## src/hw/rtl/ptor_pkg.sv

```systemverilog
`timescale 1ns / 1ps
// Shared types and constants for the peer table with oldest-entry replacement.
package ptor_pkg;

   localparam int TableDepth = 32;
   localparam int IdxW       = $clog2(TableDepth);
   localparam int CntW       = $clog2(TableDepth + 1);
   localparam int IndexW     = 8;
   localparam int AddrW      = 3;

   localparam logic [1:0] ACT_RECORD = 2'd0;
   localparam logic [1:0] ACT_READ   = 2'd1;
   localparam logic [1:0] ACT_COUNT  = 2'd2;

   localparam logic REG_OWN_ID = 1'b0;
   localparam logic REG_WINDOW = 1'b1;

   localparam logic [31:0]        WindowReset = 32'd30000;
   localparam logic signed [7:0]  NoRssi      = -8'sd127;

   typedef enum logic [1:0] {
      ST_IDLE,
      ST_SCAN,
      ST_FINISH
   } state_type;

   typedef struct packed {
      logic [1:0]        action;
      logic [31:0]       peer_id;
      logic signed [7:0] rssi;
      logic [31:0]       now_ms;
      logic [IndexW-1:0] index;
   } req_type;

   typedef struct packed {
      logic [31:0]       entry_id;
      logic signed [7:0] entry_rssi;
      logic [31:0]       entry_age_ms;
      logic [5:0]        nearby_count;
      logic [5:0]        stored_count;
      logic              was_new;
      logic              was_self;
   } rsp_type;

   typedef struct packed {
      logic [31:0]       id;
      logic [31:0]       seen;
      logic signed [7:0] rssi;
   } entry_type;

endpackage

```

## src/hw/rtl/peer_table_oldest_replace.sv

```systemverilog
`timescale 1ns / 1ps
// Peer table: sighting record, entry read and nearby count over a scanned slot memory.
//
// A request is taken when start is high and busy is low; busy stays high until
// the single response has been issued. A sighting or count walks the occupied
// slots, and an in-range entry read fetches only its slot, through one read
// port of the slot memory, one slot per cycle, with one shared 32-bit
// subtractor doing either the wrap-aware age compare (oldest search) or the
// now-minus-seen age. A self sighting, an out-of-range read, an unused action
// code or a sighting or count on an empty table fetches no slot. The response
// is on rsp_data when rsp_strobe is high for a single cycle; the receiver
// cannot stall it, and the next request may be taken in that same cycle. Slots
// have no reset: only slots below the stored count are ever used. Configuration
// (own_id at 0x0, nearby window at 0x4, reset 30000) may be written only while
// busy is low.
module peer_table_oldest_replace
   import ptor_pkg::*;
(
   input  logic             clock,
   input  logic             reset,
   // request channel
   input  logic             start,
   output logic             busy,
   input  req_type          req_data,
   // response channel
   output logic             rsp_strobe,
   output rsp_type          rsp_data,
   // register port
   input  logic             psel,
   input  logic             penable,
   input  logic             pwrite,
   input  logic [AddrW-1:0] paddr,
   input  logic [31:0]      pwdata,
   output logic [31:0]      prdata,
   output logic             pready
);

   // slot memory
   entry_type mem [TableDepth];
   entry_type rd_ff;
   logic [IdxW-1:0] rd_addr;
   logic            wr_en;
   logic [IdxW-1:0] wr_addr;
   entry_type       wr_data;

   // control
   state_type      state_ff, state_in;
   req_type        cmd_ff, cmd_in;
   logic           self_ff, self_in;
   logic [CntW-1:0] scan_idx_ff, scan_idx_in;
   logic [CntW-1:0] scan_end_ff, scan_end_in;
   logic           proc_vld_ff, proc_vld_in;
   logic [IdxW-1:0] proc_idx_ff, proc_idx_in;
   logic [CntW-1:0] fill_ff, fill_in;

   // scan results
   logic            hit_ff, hit_in;
   logic [IdxW-1:0] hit_idx_ff, hit_idx_in;
   logic [IdxW-1:0] best_idx_ff, best_idx_in;
   logic [31:0]     best_seen_ff, best_seen_in;
   logic [CntW-1:0] cnt_ff, cnt_in;
   logic [31:0]     res_id_ff, res_id_in;
   logic signed [7:0] res_rssi_ff, res_rssi_in;
   logic [31:0]     res_age_ff, res_age_in;

   // output and registers
   logic           rsp_valid_ff, rsp_valid_in;
   rsp_type        rsp_ff, rsp_in;
   logic [31:0]    own_id_ff, window_ff;

   // shared subtractor
   logic [31:0] sub_a, sub_b, diff;
   logic        issue;
   logic [IdxW-1:0] slot;

   assign busy       = (state_ff != ST_IDLE);
   assign rsp_strobe = rsp_valid_ff;
   assign rsp_data   = rsp_ff;
   assign pready     = 1'b1;
   assign prdata     = (paddr[2] == REG_WINDOW) ? window_ff : own_id_ff;

   // register writes
   always_ff @(posedge clock) begin
      if (reset) begin
         own_id_ff <= '0;
         window_ff <= WindowReset;
      end else if (psel && penable && pwrite) begin
         if (paddr[2] == REG_WINDOW) begin
            window_ff <= pwdata;
         end else begin
            own_id_ff <= pwdata;
         end
      end
   end

   // slot memory: one registered read, one write
   assign rd_addr = scan_idx_ff[IdxW-1:0];

   always_ff @(posedge clock) begin
      rd_ff <= mem[rd_addr];
      if (wr_en) begin
         mem[wr_addr] <= wr_data;
      end
   end

   // Oldest search compares the fetched slot with the best so far;
   // age paths take now minus the fetched slot time.
   always_comb begin
      if (cmd_ff.action == ACT_RECORD) begin
         sub_a = rd_ff.seen;
         sub_b = best_seen_ff;
      end else begin
         sub_a = cmd_ff.now_ms;
         sub_b = rd_ff.seen;
      end
      diff = sub_a - sub_b;
   end

   assign issue = (scan_idx_ff < scan_end_ff);

   // replacement slot: refresh a hit, else append, else evict the oldest
   always_comb begin
      if (hit_ff) begin
         slot = hit_idx_ff;
      end else if (fill_ff < CntW'(TableDepth)) begin
         slot = fill_ff[IdxW-1:0];
      end else begin
         slot = best_idx_ff;
      end
   end

   always_ff @(posedge clock) begin
      if (reset) begin
         state_ff     <= ST_IDLE;
         proc_vld_ff  <= 1'b0;
         rsp_valid_ff <= 1'b0;
         fill_ff      <= '0;
      end else begin
         state_ff     <= state_in;
         proc_vld_ff  <= proc_vld_in;
         rsp_valid_ff <= rsp_valid_in;
         fill_ff      <= fill_in;
      end
   end

   always_ff @(posedge clock) begin
      cmd_ff       <= cmd_in;
      self_ff      <= self_in;
      scan_idx_ff  <= scan_idx_in;
      scan_end_ff  <= scan_end_in;
      proc_idx_ff  <= proc_idx_in;
      hit_ff       <= hit_in;
      hit_idx_ff   <= hit_idx_in;
      best_idx_ff  <= best_idx_in;
      best_seen_ff <= best_seen_in;
      cnt_ff       <= cnt_in;
      res_id_ff    <= res_id_in;
      res_rssi_ff  <= res_rssi_in;
      res_age_ff   <= res_age_in;
      rsp_ff       <= rsp_in;
   end

   // sequencer
   always_comb begin
      state_in     = state_ff;
      cmd_in       = cmd_ff;
      self_in      = self_ff;
      scan_idx_in  = scan_idx_ff;
      scan_end_in  = scan_end_ff;
      proc_vld_in  = 1'b0;
      proc_idx_in  = proc_idx_ff;
      fill_in      = fill_ff;
      hit_in       = hit_ff;
      hit_idx_in   = hit_idx_ff;
      best_idx_in  = best_idx_ff;
      best_seen_in = best_seen_ff;
      cnt_in       = cnt_ff;
      res_id_in    = res_id_ff;
      res_rssi_in  = res_rssi_ff;
      res_age_in   = res_age_ff;
      rsp_valid_in = 1'b0;
      rsp_in       = rsp_ff;
      wr_en        = 1'b0;
      wr_addr      = slot;
      wr_data      = '{id: cmd_ff.peer_id, seen: cmd_ff.now_ms, rssi: cmd_ff.rssi};

      case (state_ff)
         ST_IDLE: begin
            if (start) begin
               cmd_in      = req_data;
               self_in     = 1'b0;
               scan_idx_in = '0;
               scan_end_in = '0;
               hit_in      = 1'b0;
               cnt_in      = '0;
               // out-of-range read answer, replaced if the slot is fetched
               res_id_in   = '0;
               res_rssi_in = NoRssi;
               res_age_in  = req_data.now_ms;
               case (req_data.action)
                  ACT_RECORD: begin
                     if (req_data.peer_id == own_id_ff) begin
                        self_in = 1'b1;
                     end else begin
                        scan_end_in = fill_ff;
                     end
                  end
                  ACT_READ: begin
                     if (req_data.index < IndexW'(fill_ff)) begin
                        scan_idx_in = CntW'(req_data.index);
                        scan_end_in = CntW'(req_data.index) + CntW'(1);
                     end
                  end
                  ACT_COUNT: begin
                     scan_end_in = fill_ff;
                  end
                  default: begin
                  end
               endcase
               state_in = ST_SCAN;
            end
         end

         ST_SCAN: begin
            proc_vld_in = issue;
            proc_idx_in = scan_idx_ff[IdxW-1:0];
            if (issue) begin
               scan_idx_in = scan_idx_ff + CntW'(1);
            end
            if (proc_vld_ff) begin
               case (cmd_ff.action)
                  ACT_RECORD: begin
                     if (!hit_ff && (rd_ff.id == cmd_ff.peer_id)) begin
                        hit_in     = 1'b1;
                        hit_idx_in = proc_idx_ff;
                     end
                     // strictly older only, so the lowest index keeps ties
                     if ((proc_idx_ff == '0) || diff[31]) begin
                        best_idx_in  = proc_idx_ff;
                        best_seen_in = rd_ff.seen;
                     end
                  end
                  ACT_READ: begin
                     res_id_in   = rd_ff.id;
                     res_rssi_in = rd_ff.rssi;
                     res_age_in  = diff;
                  end
                  ACT_COUNT: begin
                     if (diff <= window_ff) begin
                        cnt_in = cnt_ff + CntW'(1);
                     end
                  end
                  default: begin
                  end
               endcase
            end
            if (!issue && !proc_vld_ff) begin
               state_in = ST_FINISH;
            end
         end

         ST_FINISH: begin
            rsp_in = '0;
            case (cmd_ff.action)
               ACT_RECORD: begin
                  if (self_ff) begin
                     rsp_in.was_self = 1'b1;
                  end else begin
                     wr_en          = 1'b1;
                     rsp_in.was_new = !hit_ff;
                     if (!hit_ff && (fill_ff < CntW'(TableDepth))) begin
                        fill_in = fill_ff + CntW'(1);
                     end
                  end
               end
               ACT_READ: begin
                  rsp_in.entry_id     = res_id_ff;
                  rsp_in.entry_rssi   = res_rssi_ff;
                  rsp_in.entry_age_ms = res_age_ff;
               end
               ACT_COUNT: begin
                  rsp_in.nearby_count = 6'(cnt_ff);
               end
               default: begin
               end
            endcase
            rsp_in.stored_count = 6'(fill_in);
            rsp_valid_in        = 1'b1;
            state_in            = ST_IDLE;
         end

         default: begin
            state_in = ST_IDLE;
         end
      endcase
   end

endmodule
```

## config.mk

```make
export PLATFORM = sky130hd
export DESIGN_NAME = peer_table_oldest_replace
export DESIGN_NICKNAME = d
export VERILOG_FILES = /design/src/hw/rtl/ptor_pkg.sv /design/src/hw/rtl/peer_table_oldest_replace.sv
export SDC_FILE = /design/constraint.sdc
export NUM_CORES = 2
export LEC_CHECK = 0
export ABC_AREA = 1
export ABC_CLOCK_PERIOD_IN_PS = 25500
export BUFFER_PORTS_ARGS = -buffer_cell sky130_fd_sc_hd__buf_2
export CORE_MARGIN = 2
export CORE_UTILIZATION = 25
export CTS_CLUSTER_DIAMETER = 80
export DETAILED_ROUTE_END_ITERATION = 6
export HOLD_SLACK_MARGIN = 0.15
export PLACE_DENSITY = 0.47
export SLEW_MARGIN = 20
export SYNTH_ARGS = -nofsm -noshare
export SYNTH_HDL_FRONTEND = slang
export SYNTH_SLANG_ARGS = --single-unit
```

## constraint.sdc

```tcl
create_clock -name clock -period 25.5 [get_ports clock]
set_clock_uncertainty 0.2 [all_clocks]
set_input_delay 2.55 -clock clock [delete_from_list [all_inputs] [get_ports clock]]
set_output_delay 2.55 -clock clock [all_outputs]
set_load 0.02 [all_outputs]
```

# [Word-level counts from Yosys, hierarchy flattened]
# Memory sizes are Yosys's and may differ from the RTL's. A register that Yosys moved wholly into a read port is not among the register bits.
# Cells that the tools add are included.
[word_totals] ramBits=2304 out_inout_bits=121 reg_bits=373 in_bits=123 memories=1 rom_bits=0 wordCells=135 latch_bits=0
[classes] n_lt_le_gt_ge=4 n_shift=0 addsub=5 reduce_logical=27 div_mod_pow=0 bitwise_logic=3 muxes=49 eq_ne=17 multipliers=0
[mem_list] name="mem" words=32 width=72 read_ports=1 rd_ports_with_merged_regs=1 wr=1 line_no="peer_table_oldest_replace.sv:39" source="entry_type mem [TableDepth];"
[ops] op="$mux 32" n=9
[ops] op="$pmux 32 s2" n=2
[ops] op="$mux 6" n=13
[ops] op="$eq 32x32->1" n=2
[ops] op="$le 32x32->1" n=1
[ops] op="$sub 32x32->32" n=1
[ops] op="$add 6x1->6 const B" n=4
[ops] op="$mux 8" n=3
[ops] op="$pmux 6 s2" n=2
[ops] op="$ne 2x2->1 const B" n=9
[ops] op="$pmux 6 s3" n=1
[ops] op="$pmux 8 s2" n=1
[ops] op="$mux 1" n=12
[ops] op="$reduce_and 4->1" n=3
[ops] op="$mux 5" n=2
[ops] op="$reduce_and 5->1" n=2
[ops] op="$lt 8x6->1" n=1
[ops] op="$reduce_and 2->1" n=4
[ops] op="$eq 2x1->1 const B" n=3
[ops] op="$eq 2x2->1 const B" n=3
[ops] op="$logic_not 2->1" n=3
[ops] op="$lt 6x6->1" n=1
[ops] op="$lt 6x6->1 const B" n=1
[ops] op="$logic_and 1x1->1" n=5
[ops] op="other kinds (10)" n=17

# [Depth between registers and ports, before layout]
[logic_depth] depth_word=8 mapped_depth=28 mapped_depth_nobuf=27

# [Least setup slack after synthesis]
# Ideal clock, no wire load.
[synth_path] path_type="input port to flip-flop" startpoint="input port start" endpoint="register res_age_ff[0], enable pin" n_path_buf=0 required_ps=24698 cell_stages=4 t_arrival_ps=8899 slack_ps=15799 setup_time_ps=602 path_cell_list="inv_1 -> nor2_1 -> inv_1 -> o21ai_0"
[synth_between] elab_chain_cells=2
[synth_rtl] element="from (decl)" line_no="peer_table_oldest_replace.sv:22" source="input logic start,"
[synth_rtl] element="$ne 2x2->1 (no source line)"
[synth_rtl] element="$reduce_and 4->1 (no source line)"
[synth_rtl] element="to (signal assigned)" line_no="peer_table_oldest_replace.sv:159" source="res_age_ff <= res_age_in;"
[synth_rtl] element="to (decl)" line_no="peer_table_oldest_replace.sv:64" source="logic [31:0] res_age_ff, res_age_in;"
# Every way passes these cells.
# A chain may end at the register's enable or synchronous reset.

# [Worst setup path in the final report]
[layout_path] startpoint="input port paddr[2]" endpoint="output port prdata[9]"
[layout_between] elab_chain_cells=1
[layout_rtl] element="from (decl)" line_no="peer_table_oldest_replace.sv:32" source="input logic [AddrW-1:0] paddr,"
[layout_rtl] element="$mux 32" line_no="peer_table_oldest_replace.sv:80" source="assign prdata = (paddr[2] == REG_WINDOW) ? window_ff : own_id_ff;"
[layout_rtl] element="to (decl)" line_no="peer_table_oldest_replace.sv:34" source="output logic [31:0] prdata,"
# Every way passes these cells.

==> impl_metrics.csv <==
group,metric,value,unit
setup_path,rr_endpoint,"cnt_ff[1]",
place,hpwl,202000,um
setup_path,required,22.75,ns
power,pwr-share-comb,0.179,
setup_path,crit_fanout,37,
floorplanning,die_w,667,um
setup_path,cpPeakStageDelay,0.67,ns
cts,cts_tree,"done",
final_layout,multi_input_area,25400,um^2
setup_path,endpoint_kind,"output port",
global_route,grt_pass1_wl,521000,um
floorplanning,ios,244,
final_layout,layout_commonest_cell,"edfxtp_1",
global_route,antenna_found_initial,14,
sta,relSlewSlack,0.255,
power,p_seq_frac,0.452,
final_layout,area_delta_synth_final,16.2,%
synth,synth-seq-cells,2749,
global_route,grt_overflow,0,
global_route,grtUsageTotal,0.161,
setup_path,worst_setup_path_start_kind,"input port",
route,drc,0,
synth,yosys_warnings,0,
final_layout,num-fill-cells,44209,
setup_path,r2r_cells,23,
power,p_clk_frac,0.369,
floorplanning,die_area,445000,um^2
cts,cts_hold_buf,0,
sta,finalHoldViolations,0,
synth,syn_inst,8833,
synth,syn-num-nets,9034,
cts,clock_sinks,2749,
power,powerDensity,91.2,nW/um^2
synth,yosysSeqAreaShare,0.737,
floorplanning,initial_core_util,0.251,
power,internal_power,8.23,mW
route,wire_per_inst,24.7,um
synth,synth_edf_count,2603,
setup_path,worstPathArrival,4.67,ns
synth,async_flop_share,0,
cts,cts_root_buf,"clkbuf_16",
setup_path,critPathLaunch,"paddr[2]",
synth,synth_flop_cell,"edfxtp_1",
power,p_switching,3.43,mW
setup_path,crit_path_cell_trace,"buf_2, inv_1, o21ai_0, buf_2",
sta,worst-slew-pin-transition,1.12,ns
sta,finalSetupViolCount,0,
route,drt_iter0_markers,7407,
sta,max_freq,0.135,GHz
sta,period_needed,7.42,ns
setup_path,reg2reg_slack,19.40,ns
global_route,grt_max_degree,215,
route,num_vias,72252,
cts,cts_made_buffers,296,
power,irDropWorstVdd,0.0000469,V
setup_path,critical_path_class,"input port to output port",
place,dp.cells,14577,
hold_path,min_path_type,"flop to flop",
floorplanning,core.rowCount,243,
sta,rsz0062_at_grt,"false",
final_layout,final_cells,15148,
power,power.leakage,42.2,nW
final_layout,seqCellArea,81100,um^2
floorplanning,core-area,438000,um^2
cts,cts.htree.levels,5,
route,routed_wl,373000,um
synth,synth_area,110000,um^2
cts,cts_setup_buffers,0,
setup_path,crit_path_end,"prdata[9]",
final_layout,utilization,0.292,
run_status,outcome,"completed",
final_layout,final_cell_mix,"edfxtp_1 (2603), nor2_1 (1701), o21ai_0 (1292)",
job,cap_violations,0,
route,dr.pass1.iters,6,
synth,syn_avg_cell_area,12.5,um^2
setup_path,r2r_start,"cmd_ff[80]",
cts,post_cts_resized,0,
power,swShare,0.294,
final_layout,layout-drive-gt1-share,0.100,
place,io_buffers,240,
cts,path_clk_slew,0.06,ns
synth,synth_cell_types,42,
route,avgViaCountPerCell,4.77,
sta,final_max_slew_viol_count,0,
sta,setup_tns,0,ns
place,place.gp.congestion,0.868,
setup_path,critPathMostFrequentCell,"buf_2",
route,ant_nets,0,
global_route,grt_pass1_vias,69585,
power,power.total,11.7,mW
setup_path,cp_slowest_cell,"inv_1",
floorplanning,die_y,667,um
final_layout,nets,9225,
sta,fin_crit_sh,0.291,
cts,insertion_delay,0.88,ns
cts,clockBufferDepth,4,
[routing by layer]
| layer | GRT usage | wire length (um) | share of wire | vias up |
|---|---|---|---|---|
| li1 | - | - | - | 32318 |
| met5 | 0 | 0 | 0 | - |
| met1 | 0.216 | 162000 | 0.43 | 37118 |
| met2 | 0.275 | 182000 | 0.49 | 2266 |
| met3 | 0.0179 | 18500 | 0.049 | 550 |
| met4 | 0.0464 | 11300 | 0.030 | 0 |
[power by group through the flow]
stage	combinational, mW	clock, mW	sequential [mW]
CTS	2.06	4.38	5.30
detailed placement	2.05	0	5.39
global route	2.31	4.54	5.28
finish	2.08	4.31	5.27
global placement	2.04	0	5.39
floorplan	1.35	0	5.31
[cell families after synthesis]
group,synth area share
multiplexers,0.00264
other,0.0000341
buffers and inverters,0.0346
AO/OA/AOI/OAI,0.108
XOR/XNOR,0.00478
flip-flops,0.737
AND/OR/NAND/NOR,0.104
adder cells (fa/ha/maj),0.00894
[registers in the layout, summed over array words and instances (netlist names), 2 cells and up]
signal	cells
mem	2304
rsp_data	86
cmd_ff	74
rd_ff	72
best_seen_ff	32
own_id_ff	32
res_age_ff	32
res_id_ff	32
window_ff	32
res_rssi_ff	8
cnt_ff	6
fill_ff	6
scan_end_ff	6
scan_idx_ff	6
best_idx_ff	5
hit_idx_ff	5
proc_idx_ff	5
state_ff	2
[cells in the mapped netlist (5+ instances only)]
library cell	n	area, um^2
clkbuf_1	325	1220
ha_1	77	963
o21ai_1	84	420
o21ai_0	1293	6470
buf_6	30	338
xnor2_1	36	315
nor2_1	1736	6520
buf_1	39	146
mux2i_1	29	290
nand2_1	742	2790
inv_2	6	22.5
o21a_1	34	255
o211ai_1	183	1370
xor2_1	24	210
inv_1	334	1250
nand3_1	284	1420
o21bai_1	5	37.5
o22ai_1	359	2250
buf_2	104	521
o221ai_1	21	184
and2_1	21	131
or2_2	20	125
edfxtp_1	2603	78200
nand4_1	42	263
a21oi_1	170	851
nor3_1	29	145
buf_4	36	270
dfxtp_1	146	2920
[worst min path at each step]
stage                     startpoint              end  slack [ns]  depth (start not counted)
final                       rd_ff[9]  best_seen_ff[1]        0.23                          0
after global routing        rd_ff[9]  best_seen_ff[1]        0.26                          0
after CTS                   rd_ff[9]  best_seen_ff[1]        0.23                          0
after detailed placement    rd_ff[9]  best_seen_ff[1]        0.22                          0
after global placement      rd_ff[9]  best_seen_ff[1]        0.22                          0
after floorplan             rd_ff[8]  best_seen_ff[0]        0.21                          0
[area by class of cell]
| cell class | instances | area share |
|---|---|---|
| inverters | 341 | 0.0103 |
| flip-flops and latches | 2749 | 0.634 |
| well taps | 5880 | 0.0575 |
| repair buffers | 429 | 0.0239 |
| diodes | 8 | 0.000157 |
| clock inverters | 135 | 0.0107 |
| multi-input cells | 5207 | 0.199 |
| clock buffers | 399 | 0.0643 |
[critical path, delay by kind of cell]
family / cells / cell delay [ns]
AOI/OAI and AO/OA: 1 / 0.60
buffers and inverters: 3 / 1.49
[through the flow]
stage          hold slack [ns]  area, um^2  setup WS [ns]
2_1_floorplan            0.208      110000          15.80
3_3_place_gp             0.224      118000          18.20
3_5_place_dp             0.217      118000          18.12
4_1_cts                  0.231      127000          18.12
5_1_grt                  0.260      128000          18.02
6_report                 0.232      128000          18.08
(Power assumes the default switching activity.)
